==> src/design/exi_pkg.sv <==
// Shared types, constants and lookup tables for the expansion bus controller.
// Used by exi_boot and exi_bus_controller_with_ipl_unit; no dependencies.
package exi_pkg;

    localparam int CHANNEL_COUNT = 3;
    localparam int SRAM_BYTES    = 68;
    localparam int SRAM_RAM_DEPTH = SRAM_BYTES - 4;
    localparam int BANNER_LEN    = 85;

    localparam logic [31:0] BASE_A       = 32'h0c006800;
    localparam logic [31:0] BASE_B       = 32'h0d006800;
    localparam logic [6:0]  WINDOW_BYTES = 7'd60;
    localparam logic [31:0] EPOCH_OFFSET = 32'd946684800;
    localparam logic [24:0] RTC_FLAG_ADDR = 25'h0840020;
    localparam logic [17:0] SRAM_PAGE    = 18'h10000;

    // Register kinds inside one channel.
    localparam logic [2:0] REG_STATUS  = 3'd0;
    localparam logic [2:0] REG_DMA_ADR = 3'd1;
    localparam logic [2:0] REG_DMA_LEN = 3'd2;
    localparam logic [2:0] REG_CONTROL = 3'd3;
    localparam logic [2:0] REG_IMM     = 3'd4;

    // Transfer directions.
    localparam logic [1:0] DIR_READ  = 2'd0;
    localparam logic [1:0] DIR_WRITE = 2'd1;
    localparam logic [1:0] DIR_XCHG  = 2'd2;
    localparam logic [1:0] DIR_NONE  = 2'd3;

    typedef enum logic [3:0] {
        S_IDLE,
        S_READ,
        S_GATHER,
        S_APPLY,
        S_XSTART,
        S_XSTEP,
        S_XWAIT,
        S_XEND,
        S_DONE
    } exi_state_t;

    // One byte request to the boot device.
    typedef struct packed {
        logic       step;
        logic       clear;
        logic [7:0] din;
    } boot_req_t;

    localparam logic [7:0] BANNER [BANNER_LEN] = '{
        8'h28,8'h43,8'h29,8'h20,8'h31,8'h39,8'h39,8'h39,8'h2d,8'h32,8'h30,8'h30,8'h31,8'h20,
        8'h4e,8'h69,8'h6e,8'h74,8'h65,8'h6e,8'h64,8'h6f,8'h2e,8'h20,8'h20,8'h41,8'h6c,8'h6c,
        8'h20,8'h72,8'h69,8'h67,8'h68,8'h74,8'h73,8'h20,8'h72,8'h65,8'h73,8'h65,8'h72,8'h76,
        8'h65,8'h64,8'h2e,
        8'h28,8'h43,8'h29,8'h20,8'h31,8'h39,8'h39,8'h39,8'h20,8'h41,8'h72,8'h74,8'h58,8'h20,
        8'h49,8'h6e,8'h63,8'h2e,8'h20,8'h20,8'h41,8'h6c,8'h6c,8'h20,8'h72,8'h69,8'h67,8'h68,
        8'h74,8'h73,8'h20,8'h72,8'h65,8'h73,8'h65,8'h72,8'h76,8'h65,8'h64,8'h2e
    };

    // Common prefix of the two slot names.
    localparam logic [7:0] SLOT_TEXT [11] = '{
        8'h44,8'h4f,8'h4c,8'h50,8'h48,8'h49,8'h4e,8'h53,8'h4c,8'h4f,8'h54
    };

    // Power-on contents of one SRAM byte.
    function automatic logic [7:0] sram_init(input logic [6:0] idx);
        logic [7:0] v;
        v = 8'h00;
        case (idx)
            7'h05: v = 8'h2c;
            7'h06: v = 8'hff;
            7'h07: v = 8'hd0;
            7'h17: v = 8'h2c;
            7'h23: v = 8'h41;
            7'h2f: v = 8'h42;
            7'h3e: v = 8'h6e;
            7'h3f: v = 8'h6d;
            default:
            begin
                if (idx >= 7'h18 && idx < 7'h23)
                    v = SLOT_TEXT[4'(idx - 7'h18)];
                else if (idx >= 7'h24 && idx < 7'h2f)
                    v = SLOT_TEXT[4'(idx - 7'h24)];
            end
        endcase
        return v;
    endfunction

endpackage

==> src/design/exi_ram.sv <==
// Generic single-port RAM with registered read data.
// No dependencies.
module exi_ram #(
    parameter int WIDTH = 8,
    parameter int DEPTH = 64
) (
    input  logic                     clk,
    input  logic                     we,
    input  logic [$clog2(DEPTH)-1:0] addr,
    input  logic [WIDTH-1:0]         wdata,
    output logic [WIDTH-1:0]         rdata
);

    logic [WIDTH-1:0] mem [DEPTH];

    // Write and registered read at the same address.
    always_ff @(posedge clk)
    begin
        if (we)
            mem[addr] <= wdata;
        rdata <= mem[addr];
    end

endmodule

==> src/design/exi_boot.sv <==
// Boot device on channel 0: command shifter, banner ROM, SRAM and RTC flag.
// Depends on exi_pkg and exi_ram. Answer byte is ready in the cycle after step.
module exi_boot
    import exi_pkg::*;
(
    input  logic        clk,
    input  logic        rst_n,
    input  boot_req_t   req,
    input  logic [31:0] secs,
    output logic [7:0]  dout
);

    logic [31:0] command_reg, command_next;
    logic [2:0]  count_reg, count_next;
    logic [31:0] cursor_reg, cursor_next;
    logic [6:0]  curmod_reg, curmod_next;
    logic [7:0]  rtc_reg, rtc_next;
    logic [7:0]  stamp_reg [4];
    logic [7:0]  stamp_next [4];
    logic [SRAM_RAM_DEPTH-1:0] valid_reg, valid_next;
    logic        use_ram_reg, use_ram_next;
    logic [7:0]  hold_reg, hold_next;

    logic        wr;
    logic [24:0] dev_addr;
    logic [20:0] rom_idx;
    logic [32:0] sum33;
    logic [7:0]  s8;
    logic [7:0]  s1;
    logic [6:0]  sidx;
    logic [31:0] stamp_val;
    logic        ram_we;
    logic [5:0]  ram_addr;
    logic [7:0]  ram_q;

    exi_ram #(.WIDTH(8), .DEPTH(SRAM_RAM_DEPTH)) u_sram (
        .clk   (clk),
        .we    (ram_we),
        .addr  (ram_addr),
        .wdata (req.din),
        .rdata (ram_q)
    );

    assign wr       = command_reg[31];
    assign dev_addr = command_reg[30:6];
    assign rom_idx  = dev_addr[20:0] + cursor_reg[20:0];
    assign stamp_val = (secs > EPOCH_OFFSET) ? (secs - EPOCH_OFFSET) : 32'd0;

    // SRAM entry: offset plus cursor in 32 bits, modulo the SRAM size.
    always_comb
    begin
        sum33 = {1'b0, cursor_reg} + 33'(dev_addr[6:0]);
        s8    = 8'(dev_addr[6:0]) + 8'(curmod_reg);
        s1    = (s8 >= 8'(SRAM_BYTES)) ? s8 - 8'(SRAM_BYTES) : s8;
        if (sum33[32])
            s1 = (s1 >= 8'd52) ? s1 - 8'd52 : s1 + 8'd16;
        sidx     = s1[6:0];
        ram_addr = 6'(sidx - 7'd4);
    end

    // Byte handling for the command and data phases.
    always_comb
    begin
        command_next = command_reg;
        count_next   = count_reg;
        cursor_next  = cursor_reg;
        curmod_next  = curmod_reg;
        rtc_next     = rtc_reg;
        stamp_next   = stamp_reg;
        valid_next   = valid_reg;
        use_ram_next = 1'b0;
        hold_next    = hold_reg;
        ram_we       = 1'b0;
        if (req.clear)
        begin
            command_next = 32'd0;
            count_next   = 3'd0;
            cursor_next  = 32'd0;
            curmod_next  = 7'd0;
        end
        else if (req.step)
        begin
            hold_next = 8'h00;
            if (count_reg < 3'd4)
            begin
                command_next = {command_reg[23:0], req.din};
                count_next   = count_reg + 3'd1;
                hold_next    = 8'hff;
                if (count_reg == 3'd3)
                begin
                    stamp_next[0] = stamp_val[31:24];
                    stamp_next[1] = stamp_val[23:16];
                    stamp_next[2] = stamp_val[15:8];
                    stamp_next[3] = stamp_val[7:0];
                end
            end
            else if (dev_addr[24:21] == 4'd0)
            begin
                cursor_next = cursor_reg + 32'd1;
                curmod_next = (cursor_reg == 32'hffffffff || curmod_reg == 7'd67) ?
                              7'd0 : curmod_reg + 7'd1;
                if (!wr && rom_idx[20:7] == 14'd0 && rom_idx[6:0] < 7'(BANNER_LEN))
                    hold_next = BANNER[rom_idx[6:0]];
            end
            else if (dev_addr[24:7] == SRAM_PAGE && dev_addr[6:0] < 7'(SRAM_BYTES))
            begin
                cursor_next = cursor_reg + 32'd1;
                curmod_next = (cursor_reg == 32'hffffffff || curmod_reg == 7'd67) ?
                              7'd0 : curmod_reg + 7'd1;
                if (wr)
                begin
                    if (sidx < 7'd4)
                        stamp_next[sidx[1:0]] = req.din;
                    else
                    begin
                        ram_we               = 1'b1;
                        valid_next[ram_addr] = 1'b1;
                    end
                end
                else if (sidx < 7'd4)
                    hold_next = stamp_reg[sidx[1:0]];
                else
                begin
                    use_ram_next = valid_reg[ram_addr];
                    hold_next    = sram_init(sidx);
                end
            end
            else if (dev_addr == RTC_FLAG_ADDR)
            begin
                if (wr)
                    rtc_next = req.din;
                else
                    hold_next = rtc_reg;
            end
        end
    end

    assign dout = use_ram_reg ? ram_q : hold_reg;

    // Device state registers.
    always_ff @(posedge clk or negedge rst_n)
    begin
        if (!rst_n)
        begin
            command_reg <= 32'd0;
            count_reg   <= 3'd0;
            cursor_reg  <= 32'd0;
            curmod_reg  <= 7'd0;
            rtc_reg     <= 8'd0;
            stamp_reg   <= '{default: 8'd0};
            valid_reg   <= '0;
            use_ram_reg <= 1'b0;
            hold_reg    <= 8'd0;
        end
        else
        begin
            command_reg <= command_next;
            count_reg   <= count_next;
            cursor_reg  <= cursor_next;
            curmod_reg  <= curmod_next;
            rtc_reg     <= rtc_next;
            stamp_reg   <= stamp_next;
            valid_reg   <= valid_next;
            use_ram_reg <= use_ram_next;
            hold_reg    <= hold_next;
        end
    end

endmodule

==> src/design/exi_bus_controller_with_ipl_unit.sv <==
// Top level of the three-channel expansion bus controller with boot device.
// Depends on exi_pkg and exi_boot.
//
//  channel  | handshake            | payload
//  ---------+----------------------+-----------------------------------------
//  input    | in_valid / in_stall  | cmd, phys_address, access_bytes,
//           |                      | write_value, unix_seconds
//  output   | out_valid / out_stall| read_value, claimed, irq_pending
//
// One sequencer walks the access one byte per cycle over a shared register port.
// A read shifts bytes in S_READ; a write gathers them in S_GATHER and applies
// each register in S_APPLY, where a started immediate transfer steps its bytes
// through S_XSTEP and S_XWAIT. An unclaimed access goes straight to S_DONE. Reset is
// asynchronous, active low, and needs no clearing pass. in_stall is high while an
// item is in work; a held result does not stop the next transfer from being taken.
module exi_bus_controller_with_ipl_unit
    import exi_pkg::*;
(
    input  logic        clk,
    input  logic        rst_n,
    input  logic        in_valid,
    output logic        in_stall,
    input  logic        cmd,
    input  logic [31:0] phys_address,
    input  logic [3:0]  access_bytes,
    input  logic [63:0] write_value,
    input  logic [31:0] unix_seconds,
    output logic        out_valid,
    input  logic        out_stall,
    output logic [63:0] read_value,
    output logic        claimed,
    output logic        irq_pending
);

    exi_state_t state_reg, state_next;

    logic [13:0] status_reg [CHANNEL_COUNT];
    logic [13:0] status_next [CHANNEL_COUNT];
    logic [31:0] dma_addr_reg [CHANNEL_COUNT];
    logic [31:0] dma_addr_next [CHANNEL_COUNT];
    logic [31:0] dma_len_reg [CHANNEL_COUNT];
    logic [31:0] dma_len_next [CHANNEL_COUNT];
    logic [31:0] control_reg [CHANNEL_COUNT];
    logic [31:0] control_next [CHANNEL_COUNT];
    logic [31:0] imm_reg [CHANNEL_COUNT];
    logic [31:0] imm_next [CHANNEL_COUNT];

    logic        cmd_reg, cmd_next;
    logic        hit_reg, hit_next;
    logic [5:0]  off_reg, off_next;
    logic [3:0]  size_reg, size_next;
    logic [63:0] wval_reg, wval_next;
    logic [31:0] secs_reg, secs_next;
    logic [2:0]  cnt_reg, cnt_next;
    logic [63:0] rv_reg, rv_next;
    logic [31:0] gbits_reg [3];
    logic [31:0] gbits_next [3];
    logic [31:0] gmask_reg [3];
    logic [31:0] gmask_next [3];
    logic [1:0]  ngrp_reg, ngrp_next;
    logic [1:0]  gi_reg, gi_next;
    logic [1:0]  xch_reg, xch_next;
    logic [1:0]  xlen_reg, xlen_next;
    logic [1:0]  xdir_reg, xdir_next;
    logic        xboot_reg, xboot_next;
    logic        xupd_reg, xupd_next;
    logic [1:0]  xj_reg, xj_next;
    logic [31:0] xres_reg, xres_next;

    logic        out_valid_reg, out_valid_next;
    logic [63:0] read_value_reg, read_value_next;
    logic        claimed_reg, claimed_next;
    logic        irq_reg, irq_next;

    logic [31:0] diff_a, diff_b;
    logic        in_a, in_b;
    logic [5:0]  in_off;
    logic [5:0]  cur;
    logic [5:0]  last_byte;
    logic [3:0]  ridx;
    logic [1:0]  rch;
    logic [2:0]  rkind;
    logic [31:0] rval;
    logic [1:0]  gidx;
    logic [2:0]  bpos;
    logic [7:0]  wbyte;
    logic [31:0] gb, gm;
    logic [13:0] st_old, st_new, st_dm, st_wmask;
    logic [31:0] ctl_new;
    logic [2:0]  xsel;
    logic [7:0]  xin;
    logic [7:0]  xout;
    logic        irq_any;
    logic        out_free;
    boot_req_t   boot_req;
    logic [7:0]  boot_dout;

    exi_boot u_boot (
        .clk   (clk),
        .rst_n (rst_n),
        .req   (boot_req),
        .secs  (secs_reg),
        .dout  (boot_dout)
    );

    // Window decode for the incoming address.
    assign diff_a = phys_address - BASE_A;
    assign diff_b = phys_address - BASE_B;
    assign in_a   = diff_a < 32'(WINDOW_BYTES);
    assign in_b   = diff_b < 32'(WINDOW_BYTES);
    assign in_off = in_a ? diff_a[5:0] : diff_b[5:0];

    // Interrupt summary over all channels.
    always_comb
    begin
        irq_any = 1'b0;
        for (int c = 0; c < CHANNEL_COUNT; c++)
        begin
            if ((status_reg[c][1] && status_reg[c][0]) ||
                (status_reg[c][3] && status_reg[c][2]) ||
                (status_reg[c][11] && status_reg[c][10]))
                irq_any = 1'b1;
        end
    end

    assign out_free = !out_valid_reg || !out_stall;

    // Sequencer: next state and datapath.
    always_comb
    begin
        state_next      = state_reg;
        status_next     = status_reg;
        dma_addr_next   = dma_addr_reg;
        dma_len_next    = dma_len_reg;
        control_next    = control_reg;
        imm_next        = imm_reg;
        cmd_next        = cmd_reg;
        hit_next        = hit_reg;
        off_next        = off_reg;
        size_next       = size_reg;
        wval_next       = wval_reg;
        secs_next       = secs_reg;
        cnt_next        = cnt_reg;
        rv_next         = rv_reg;
        gbits_next      = gbits_reg;
        gmask_next      = gmask_reg;
        ngrp_next       = ngrp_reg;
        gi_next         = gi_reg;
        xch_next        = xch_reg;
        xlen_next       = xlen_reg;
        xdir_next       = xdir_reg;
        xboot_next      = xboot_reg;
        xupd_next       = xupd_reg;
        xj_next         = xj_reg;
        xres_next       = xres_reg;
        read_value_next = read_value_reg;
        claimed_next    = claimed_reg;
        irq_next        = irq_reg;
        out_valid_next  = out_valid_reg && out_stall;
        boot_req        = '0;

        // Register addressed by the current byte or the current group.
        cur       = 6'(off_reg + 6'(cnt_reg));
        last_byte = 6'(7'(off_reg) + 7'(size_reg) - 7'd1);
        if (state_reg == S_APPLY)
            ridx = 4'(off_reg[5:2] + 4'(gi_reg));
        else
            ridx = cur[5:2];
        rch   = (ridx >= 4'd10) ? 2'd2 : ((ridx >= 4'd5) ? 2'd1 : 2'd0);
        rkind = 3'(ridx - {rch, 2'b00} - 4'(rch));
        case (rkind)
            REG_STATUS:  rval = {18'd0, status_reg[rch] & ~14'h1000};
            REG_DMA_ADR: rval = dma_addr_reg[rch];
            REG_DMA_LEN: rval = dma_len_reg[rch];
            REG_CONTROL: rval = control_reg[rch];
            default:     rval = imm_reg[rch];
        endcase

        gidx  = 2'(cur[5:2] - off_reg[5:2]);
        bpos  = 3'(size_reg - 4'd1 - 4'(cnt_reg));
        wbyte = 8'(wval_reg >> {bpos, 3'b000});
        gb    = gbits_reg[gi_reg];
        gm    = gmask_reg[gi_reg];

        // Status write with write-one-clear interrupt bits.
        st_old   = status_reg[rch];
        st_wmask = 14'h03f5;
        if (rch != 2'd2)
            st_wmask = st_wmask | 14'h0400;
        if (rch == 2'd0)
            st_wmask = st_wmask | 14'h2000;
        st_dm  = gm[13:0] & st_wmask;
        st_new = (st_old & ~st_dm) | (gb[13:0] & st_dm);
        if (gm[1] && gb[1])
            st_new[1] = 1'b0;
        if (gm[3] && gb[3])
            st_new[3] = 1'b0;
        if (rch != 2'd2 && gm[11] && gb[11])
            st_new[11] = 1'b0;
        ctl_new = (control_reg[rch] & ~gm) | (gb & gm);

        xsel = status_reg[xch_reg][9:7];
        xin  = 8'(imm_reg[xch_reg] >> {~xj_reg, 3'b000});
        xout = (xboot_reg && (xdir_reg == DIR_READ || xdir_reg == DIR_XCHG)) ?
               boot_dout : 8'h00;

        case (state_reg)
            S_IDLE:
            begin
                if (in_valid)
                begin
                    cmd_next  = cmd;
                    off_next  = in_off;
                    size_next = access_bytes;
                    wval_next = write_value;
                    secs_next = unix_seconds;
                    hit_next  = (in_a || in_b) && access_bytes != 4'd0 &&
                                access_bytes <= 4'd8 &&
                                (7'(in_off) + 7'(access_bytes)) <= WINDOW_BYTES;
                    cnt_next   = 3'd0;
                    rv_next    = 64'd0;
                    gbits_next = '{default: 32'd0};
                    gmask_next = '{default: 32'd0};
                    gi_next    = 2'd0;
                    if (!hit_next)
                        state_next = S_DONE;
                    else if (cmd)
                        state_next = S_GATHER;
                    else
                        state_next = S_READ;
                end
            end

            // One register byte per cycle; a status read clears EXT.
            S_READ:
            begin
                rv_next = {rv_reg[55:0], 8'(rval >> {~cur[1:0], 3'b000})};
                if (rkind == REG_STATUS)
                    status_next[rch][12] = 1'b0;
                if (4'(cnt_reg) == size_reg - 4'd1)
                    state_next = S_DONE;
                else
                    cnt_next = cnt_reg + 3'd1;
            end

            // Gather write bytes into per-register bits and masks.
            S_GATHER:
            begin
                gbits_next[gidx] = gbits_reg[gidx] | (32'(wbyte) << {~cur[1:0], 3'b000});
                gmask_next[gidx] = gmask_reg[gidx] | (32'hff << {~cur[1:0], 3'b000});
                if (4'(cnt_reg) == size_reg - 4'd1)
                begin
                    ngrp_next  = 2'(last_byte[5:2] - off_reg[5:2]);
                    state_next = S_APPLY;
                end
                else
                    cnt_next = cnt_reg + 3'd1;
            end

            // One masked register write per cycle, in rising order, paused while a started transfer runs.
            S_APPLY:
            begin
                case (rkind)
                    REG_STATUS:
                    begin
                        status_next[rch] = st_new;
                        if (rch == 2'd0 && st_new[9:7] != st_old[9:7] &&
                            st_new[9:7] == 3'd2)
                            boot_req.clear = 1'b1;
                    end
                    REG_DMA_ADR: dma_addr_next[rch] = (dma_addr_reg[rch] & ~gm) | (gb & gm);
                    REG_DMA_LEN: dma_len_next[rch] = (dma_len_reg[rch] & ~gm) | (gb & gm);
                    REG_CONTROL: control_next[rch] = ctl_new;
                    default:     imm_next[rch] = (imm_reg[rch] & ~gm) | (gb & gm);
                endcase
                if (rkind == REG_CONTROL && gm[0] && ctl_new[0])
                begin
                    xch_next   = rch;
                    state_next = S_XSTART;
                end
                else if (gi_reg == ngrp_reg)
                    state_next = S_DONE;
                else
                    gi_next = gi_reg + 2'd1;
            end

            // Decode the started transfer.
            S_XSTART:
            begin
                if (xsel != 3'd1 && xsel != 3'd2 && xsel != 3'd4)
                begin
                    if (gi_reg == ngrp_reg)
                        state_next = S_DONE;
                    else
                    begin
                        gi_next    = gi_reg + 2'd1;
                        state_next = S_APPLY;
                    end
                end
                else if (control_reg[xch_reg][1])
                begin
                    xupd_next  = 1'b0;
                    state_next = S_XEND;
                end
                else
                begin
                    xlen_next  = control_reg[xch_reg][5:4];
                    xdir_next  = control_reg[xch_reg][3:2];
                    xupd_next  = control_reg[xch_reg][3:2] == DIR_READ ||
                                 control_reg[xch_reg][3:2] == DIR_XCHG;
                    xboot_next = xch_reg == 2'd0 && xsel == 3'd2;
                    xj_next    = 2'd0;
                    xres_next  = 32'd0;
                    state_next = S_XSTEP;
                end
            end

            // Hand one byte to the device.
            S_XSTEP:
            begin
                boot_req.step = xboot_reg && xdir_reg != DIR_NONE;
                boot_req.din  = (xdir_reg == DIR_READ) ? 8'h00 : xin;
                state_next    = S_XWAIT;
            end

            // Collect the answer byte.
            S_XWAIT:
            begin
                xres_next = xres_reg | (32'(xout) << {~xj_reg, 3'b000});
                if (xj_reg == xlen_reg)
                    state_next = S_XEND;
                else
                begin
                    xj_next    = xj_reg + 2'd1;
                    state_next = S_XSTEP;
                end
            end

            // Transfer complete: clear start, raise TCINT.
            S_XEND:
            begin
                control_next[xch_reg][0] = 1'b0;
                status_next[xch_reg][3]  = 1'b1;
                if (xupd_reg)
                    imm_next[xch_reg] = xres_reg;
                if (gi_reg == ngrp_reg)
                    state_next = S_DONE;
                else
                begin
                    gi_next    = gi_reg + 2'd1;
                    state_next = S_APPLY;
                end
            end

            // Load the result register once it is free.
            S_DONE:
            begin
                if (out_free)
                begin
                    out_valid_next  = 1'b1;
                    read_value_next = (hit_reg && !cmd_reg) ? rv_reg : 64'd0;
                    claimed_next    = hit_reg;
                    irq_next        = irq_any;
                    state_next      = S_IDLE;
                end
            end

            default:
                state_next = S_IDLE;
        endcase
    end

    assign in_stall    = state_reg != S_IDLE;
    assign out_valid   = out_valid_reg;
    assign read_value  = read_value_reg;
    assign claimed     = claimed_reg;
    assign irq_pending = irq_reg;

    // State register.
    always_ff @(posedge clk or negedge rst_n)
    begin
        if (!rst_n)
            state_reg <= S_IDLE;
        else
            state_reg <= state_next;
    end

    // Channel registers and output valid.
    always_ff @(posedge clk or negedge rst_n)
    begin
        if (!rst_n)
        begin
            status_reg[0] <= 14'h0800;
            status_reg[1] <= 14'h0880;
            status_reg[2] <= 14'h0000;
            dma_addr_reg  <= '{default: 32'd0};
            dma_len_reg   <= '{default: 32'd0};
            control_reg   <= '{default: 32'd0};
            imm_reg       <= '{default: 32'd0};
            out_valid_reg <= 1'b0;
        end
        else
        begin
            status_reg    <= status_next;
            dma_addr_reg  <= dma_addr_next;
            dma_len_reg   <= dma_len_next;
            control_reg   <= control_next;
            imm_reg       <= imm_next;
            out_valid_reg <= out_valid_next;
        end
    end

    // Working and result payload registers.
    always_ff @(posedge clk)
    begin
        cmd_reg        <= cmd_next;
        hit_reg        <= hit_next;
        off_reg        <= off_next;
        size_reg       <= size_next;
        wval_reg       <= wval_next;
        secs_reg       <= secs_next;
        cnt_reg        <= cnt_next;
        rv_reg         <= rv_next;
        gbits_reg      <= gbits_next;
        gmask_reg      <= gmask_next;
        ngrp_reg       <= ngrp_next;
        gi_reg         <= gi_next;
        xch_reg        <= xch_next;
        xlen_reg       <= xlen_next;
        xdir_reg       <= xdir_next;
        xboot_reg      <= xboot_next;
        xupd_reg       <= xupd_next;
        xj_reg         <= xj_next;
        xres_reg       <= xres_next;
        read_value_reg <= read_value_next;
        claimed_reg    <= claimed_next;
        irq_reg        <= irq_next;
    end

endmodule
==> config.mk <==
export PLATFORM = sky130hd
export DESIGN_NAME = exi_bus_controller_with_ipl_unit
export DESIGN_NICKNAME = d
export VERILOG_FILES = /design/src/design/exi_pkg.sv /design/src/design/exi_ram.sv /design/src/design/exi_boot.sv /design/src/design/exi_bus_controller_with_ipl_unit.sv
export SDC_FILE = /design/constraint.sdc
export NUM_CORES = 2
export LEC_CHECK = 0
export BUFFER_PORTS_ARGS = -buffer_cell sky130_fd_sc_hd__buf_2
export CELL_PAD_IN_SITES_DETAIL_PLACEMENT = 1
export CELL_PAD_IN_SITES_GLOBAL_PLACEMENT = 2
export CORE_MARGIN = 2
export CORE_UTILIZATION = 44
export DETAILED_ROUTE_END_ITERATION = 8
export PLACE_DENSITY_LB_ADDON = 0.2
export SKIP_LAST_GASP = 1
export SYNTH_ARGS = -nofsm -noshare
export SYNTH_HDL_FRONTEND = slang
export SYNTH_HIERARCHICAL = 1
export SYNTH_SLANG_ARGS = --single-unit
==> constraint.sdc <==
create_clock -name clk -period 13.3 [get_ports clk]
set_input_delay 1.995 -clock clk [delete_from_list [all_inputs] [get_ports clk]]
set_output_delay 1.995 -clock clk [all_outputs]
set_load 0.05 [all_outputs]
### After elaboration in Yosys (flattened, before gate mapping)

Memories as Yosys holds them, arrays and structs flattened. A register that Yosys moved wholly into a read port is not among the register bits.
Index checks and enable logic that the tools add are counted.

| cells by class | value |
|---|---|
| $add $sub $neg | 29 |
| $lt $le $gt $ge | 31 |
| eq/ne operators | 56 |
| shifts and indexed selects | 6 |
| mux-type cells | 190 |
| bitwise operators | 41 |
| reduce and logical (&&, ||, !) cells | 103 |

Operators by type and width:

| cell | number |
|---|---|
| two-way mux 32 bit | 38 |
| one-hot mux 96 bit (2 select lines) | 4 |
| bitwise mux 96 bit | 7 |
| binary-select mux 32 bit (select 2 bit) | 10 |
| two-way mux 96 bit | 4 |
| demux 32 bit (select 2 bit) | 4 |
| bitwise OR 32 bit | 7 |
| two-way mux 8 bit | 24 |
| AND 32 bit | 5 |
| one-hot mux 32 bit (4 select lines) | 1 |
| one-hot mux 64 bit (2 select lines) | 1 |
| one-hot mux 42 bit (3 select lines) | 1 |
| AND 96 bit | 1 |
| NOT 96 bit | 1 |
| demux 14 bit (select 2 bit) | 3 |
| two-way mux 42 bit | 2 |
| less-than comparator 32 x 6 -> 1 bit (second input constant) | 2 |
| two-way mux 64 bit | 1 |
| bitwise OR 64 bit | 1 |
| one-hot mux 32 bit (2 select lines) | 1 |
| left shift 8 x 5 -> 32 bit | 2 |
| right shift 32 x 5 -> 8 bit | 2 |
| right shift 64 x 6 -> 8 bit | 1 |
| subtractor 32 x 28 -> 32 bit (second input constant) | 2 |
| 115 further kinds | 331 |

| word-level totals | value |
|---|---|
| bits in registers | 1097 |
| memory bits (writable) | 512 |
| memory bits (read-only) | 1280 |
| input bits | 137 |
| output and inout bits | 68 |
| logic and storage cells | 515 |
| memories | 4 |

Memory list:

| memory | words | bits a word | read ports | clocked after memory_dff | write ports | line | text |
|---|---|---|---|---|---|---|---|
| (no name shown) | 128 | 8 | 1 | 0 | 0 | exi_boot.sv:103 | `hold_next = BANNER[rom_idx[6:0]];` |
| u_boot.u_sram.mem | 64 | 8 | 1 | 1 | 1 | exi_ram.sv:14 | `logic [WIDTH-1:0] mem [DEPTH];` |
| (no name shown) | 16 | 8 | 1 | 0 | 0 | exi_pkg.sv:80 | `v = SLOT_TEXT[4'(idx - 7'h18)];` |
| (no name shown) | 16 | 8 | 1 | 0 | 0 | exi_pkg.sv:82 | `v = SLOT_TEXT[4'(idx - 7'h24)];` |

### Longest topological paths before layout

| logic depth | value |
|---|---|
| word-level depth | 21 |
| gate-level depth with buffers | 29 |
| depth with buffers taken out | 26 |

### Cells and area by module

Netlist, hierarchy kept.

Modules (own cells, without submodules):

| module | times used | cells an instance | area each (um2) | seq. area each (um2) |
|---|---|---|---|---|
| exi_bus_controller_with_ipl_unit | 1 | 3995 | 43234.0 | 25097.8 |
| exi_ram | 1 | 1170 | 20002.9 | 15534.9 |
| exi_boot | 1 | 1356 | 12774.8 | 4679.5 |

### Worst setup path before layout

Ideal clock, no wire load.

| path | value |
|---|---|
| kind | input -> register |
| start point | input in_valid |
| end point | register gbits_reg[0] (netlist name), enable pin |
| setup time | 1.540 ns |
| arrival | 5.214 ns |
| path slack | 6.547 ns |
| stages on the path | 2 |
| buffers on the path | 0 |
| path through | nand2_1 nand2_1 |

| on the way | value |
|---|---|
| word-level cells in the longest chain between the ends | 2 |

RTL lines:

| element | line | text |
|---|---|---|
| from (decl) | exi_bus_controller_with_ipl_unit.sv:21 | `input logic in_valid,` |
| inequality test 2 bit (no line) | - |  |
| AND reduction 2 bit (no line) | - |  |
| to (signal assigned) | exi_bus_controller_with_ipl_unit.sv:424 | `gbits_reg <= gbits_next;` |
| to (decl) | exi_bus_controller_with_ipl_unit.sv:56 | `logic [31:0] gbits_reg [3];` |

Every way passes these cells.
A chain may end at the register's enable or synchronous reset.

### Final worst setup path

| path | value |
|---|---|
| start point | register u_boot.command_reg[6] |
| end point | memory u_boot.u_sram.mem[38][1], enable pin |

| on the way | value |
|---|---|
| elaborated cells on any way between the ends | 23 |
| those cells by class | add/sub (6); order compare (4); mux (12); reduce/logical (1) |

RTL lines:

| element | line | text |
|---|---|---|
| from (decl) | exi_boot.sv:13 | `logic [31:0] command_reg, command_next;` |
| from (signal assigned) | exi_boot.sv:157 | `command_reg <= command_next;` |
| adder 7 x 7 -> 8 bit | exi_boot.sv:53 | `s8 = 8'(dev_addr[6:0]) + 8'(curmod_reg);` |
| subtractor 8 x 7 -> 8 bit or >= comparator 8 x 7 -> 1 bit (tied branches) | exi_boot.sv:54 | `s1 = (s8 >= 8'(SRAM_BYTES)) ? s8 - 8'(SRAM_BYTES) : s8;` |
| two-way mux 8 bit | exi_boot.sv:54 |  |
| adder 7 x 5 -> 7 bit (tied with other cells) | exi_boot.sv:56 | `s1 = (s1 >= 8'd52) ? s1 - 8'd52 : s1 + 8'd16;` |
| two-way mux 7 bit | exi_boot.sv:56 |  |
| two-way mux 7 bit (*) | exi_boot.sv:55 | `if (sum33[32])` |
| subtractor 6 x 3 -> 6 bit (*) | exi_boot.sv:58 | `ram_addr = 6'(sidx - 7'd4);` |
| via u_boot.ram_addr[1] | exi_boot.sv:33 | `logic [5:0] ram_addr;` |
| to (decl) | exi_ram.sv:14 |  |

Mark *: on every way through the listed nets, which the timed path passes. The rest lies on a longest branch.

==> run summary <==
Clk slew on worst S/H paths: 0.06 ns
Ys flop type: edfxtp_1
I/O pin count: 205
R2R Path End: u_boot/u_sram/mem[38][1]
PortBufs: 204
R2R Path Start: u_boot/command_reg[6]
Asr flop ratio synth: 38.1%
Number of max-cap violations: 0
# setup viols final: 0
Number of CTS-inserted buffers: 176
Post-DRT Antenna Nets: 0
Tightest Hold Check Type: flip-flop to flip-flop
Min Tclk post-route: 8.71 ns
Clock power share: 35.6%
Nets: 6838
Netlist cell types: 118
Mean area per synthesized cell: 11.7 sq um
First-pass iteration count of the detailed router: 6
Synthesis-stage register bit count: 1614
CTS sink cnt: 1614
Hold depth: 0
DR vias/cell: 6.23
Worst-skew pair later-pin latency: 0.85 ns
Ranking of synthesized cells by area: edfxtp_1, dfrtp_1, nor2_1
DR WL/cell: 29.5 um
Relative slew slack: 15.5%
GRT Util Overall: 30.2%
HPWL after DPL: 172000 um
Largest net degree at the start of global routing: 138
Hold buffer count at CTS: 0
Initial DRC Count: 5484
Hold Crit Start: status_reg[27]
Post-synth EDFFs: 991
Die H: 420 um
Sequential share of the synthesized area: 59.6%
Final hold vios: 0
Crit path max fanout: 32
Final WL: 268000 um
Tightest Pin Transition: 1.26 ns
Max-slew violations: 0
Hold_ws: 0.381 ns
Endpoint class of the critical path: flip-flop
Syn nets: 6731
Cell taking the most area after synthesis: edfxtp_1
Post-Route Skew: 0.0417 ns
Hold Path End: status_reg[27]
Initial antenna violation count: 12
Initial core utilization: 44.3%
Sequential share of power: 40.7%
Fin cells: 9094
Post-route clock period utilization: 65.5%
Largest Register: u_boot/u_sram/mem
Most common cell in the netlist: edfxtp_1
Comb pwr share: 23.7%
Setup Fix Bufs, Post-CTS: 0
Final TNS setup: 0 ns
Htree depth: 4
Inst Count DP: 8760
Vias post-DR: 56654
Synth Warn #: 6
Layout cells sized above 1: 15.5%
Total power: 14.2 mW
Reg2reg setup slack: 4.59 ns
CTS tree: done
GPL Wtd Cong: 0.875
Status: finished clean
Max reg flops: 512
GRT overflow: 0
Reg2reg path depth: 22
Root buf cell: clkbuf_16
Peak VDD IR: 0.000168 V
Area of the core: 172000 sq um
Worst endpoint required time: 13.77 ns
Synth top area share: 39.1%
CTS Buffer Depth: 3
Vias in the first global route: 58052
Width of the die: 420 um
CP arrival: 9.18 ns
First-pass GRT wire length: 396000 um
Sw frac: 33.7%
RSZ-0062 raised after global routing: no
Leak pwr: 32.7 nW
Pint: 9.39 mW
Net Sw Power: 4.76 mW
Startpoint Class: flip-flop
WS Path Type: flip-flop to flip-flop
F_max: 0.115 GHz
Pwr per Cell Area: 165 nW/um^2
CTS resizes: 0
Fillers: 17835
Number of cell rows: 152
Syn-to-layout area delta: 12.8%
Post-Syn Area: 76000 sq um
Synth cell count leaders: edfxtp_1, nor2_1, dfrtp_1
Die area: 176000 sq um
Drt drc: 0
Gate Count Post-Synth: 6521
==> cell type report <==
type	count	area, sq um	share of cell area (%)
clock inverters	89	988	1.15
repair buffers	363	2260	2.64
multi-input cells	4405	29100	33.9
flip-flops and latches	1614	45300	52.9
well taps	2310	2890	3.37
clock buffers	237	4900	5.71
inverters	68	264	0.308
diodes	8	20.0	0.0234
==> layer usage <==
metal / vias to the layer above / global-route usage, % / wire length, um
met3: 567 / 4.63 / 15700
met4: 8 / 13.8 / 13200
met1: 29384 / 40.2 / 111000
met2: 2022 / 48.8 / 128000
li1: 24673 / - / -
met5: - / 0 / 51
==> worst max-delay path by stage <==
stage | start | endpoint | slack (ns) | cells past startpoint
after floorplan | in_valid | gbits_reg[0] | 6.55 | 2
after global placement | u_boot/command_reg[6] | u_boot/u_sram/mem[61][3] | 4.97 | 22
after detailed placement | u_boot/command_reg[6] | u_boot/u_sram/mem[21][1] | 4.73 | 22
after CTS | u_boot/command_reg[6] | u_boot/u_sram/mem[38][1] | 4.70 | 22
after global routing | u_boot/command_reg[6] | u_boot/u_sram/mem[38][7] | 4.26 | 22
final | u_boot/command_reg[6] | u_boot/u_sram/mem[38][1] | 4.59 | 22
==> power groups by stage <==
| stage | Combinational [mW] | Sequential, mW | Clock, mW |
|---|---|---|---|
| after CTS | 3.31 | 5.77 | 5.13 |
| after floorplan | 1.72 | 6.06 | 0 |
| after global placement | 3.25 | 5.85 | 0 |
| final | 3.35 | 5.77 | 5.04 |
| after global routing | 3.52 | 5.80 | 5.31 |
| after detailed placement | 3.29 | 5.87 | 0 |
==> per-stage QoR <==
step | util [%] | worst slack, ns | cell area (sq um)
global route | 50.0 | 4.26 | 85700
CTS | 49.9 | 4.70 | 85700
detailed placement | 46.5 | 4.73 | 79800
floorplan | - | 6.55 | 76000
global placement | 46.5 | 4.97 | 79800
finish | 50.0 | 4.59 | 85700
==> kinds of logic (layout without fill, tap and decap cells) <==
group,after synthesis,in the layout,synth area share [%]
fa+ha+maj,73,73,1.28
compound gates,1845,1845,16.3
buf+inv,502,757,2.73
xor+xnor,104,104,1.23
mux,447,447,7.31
simple gates,1936,1936,11.5
flops,1614,1614,59.6
other cells,0,8,0
==> worst max-delay path: stages, from the launching register on <==
cell and delay (ns):
dfrtp_1 0.46, ha_4 0.21, fa_4 1.06, clkinv_1 0.41, ha_1 0.41, nand2_1 0.11
o211a_1 0.22, a21o_1 0.18, and2_1 0.20, xnor2_1 0.34, inv_1 0.24, ha_1 0.47
inv_1 0.14, nand2_1 0.10, nor2_1 0.05, a31oi_1 0.17, and4_1 0.20, nor4_1 0.05
a31oi_1 0.52, or3_1 0.44, and4_1 0.47, nand3_1 0.91, nor2_1 0.96
==> layout by cell type (no fill, tap or decap), types with 165 or more instances in the layout <==
master     netlist  layout
a21oi_1        376     374
buf_2          102     203
clkbuf_16        0     179
dfrtp_1        612     612
edfxtp_1       991     991
mux2_2         194     194
mux2i_1        165     165
nand2_1        590     580
nor2_1         753     739
o21ai_0        447     441
No activity file was read; power rests on OpenSTA's default activity.
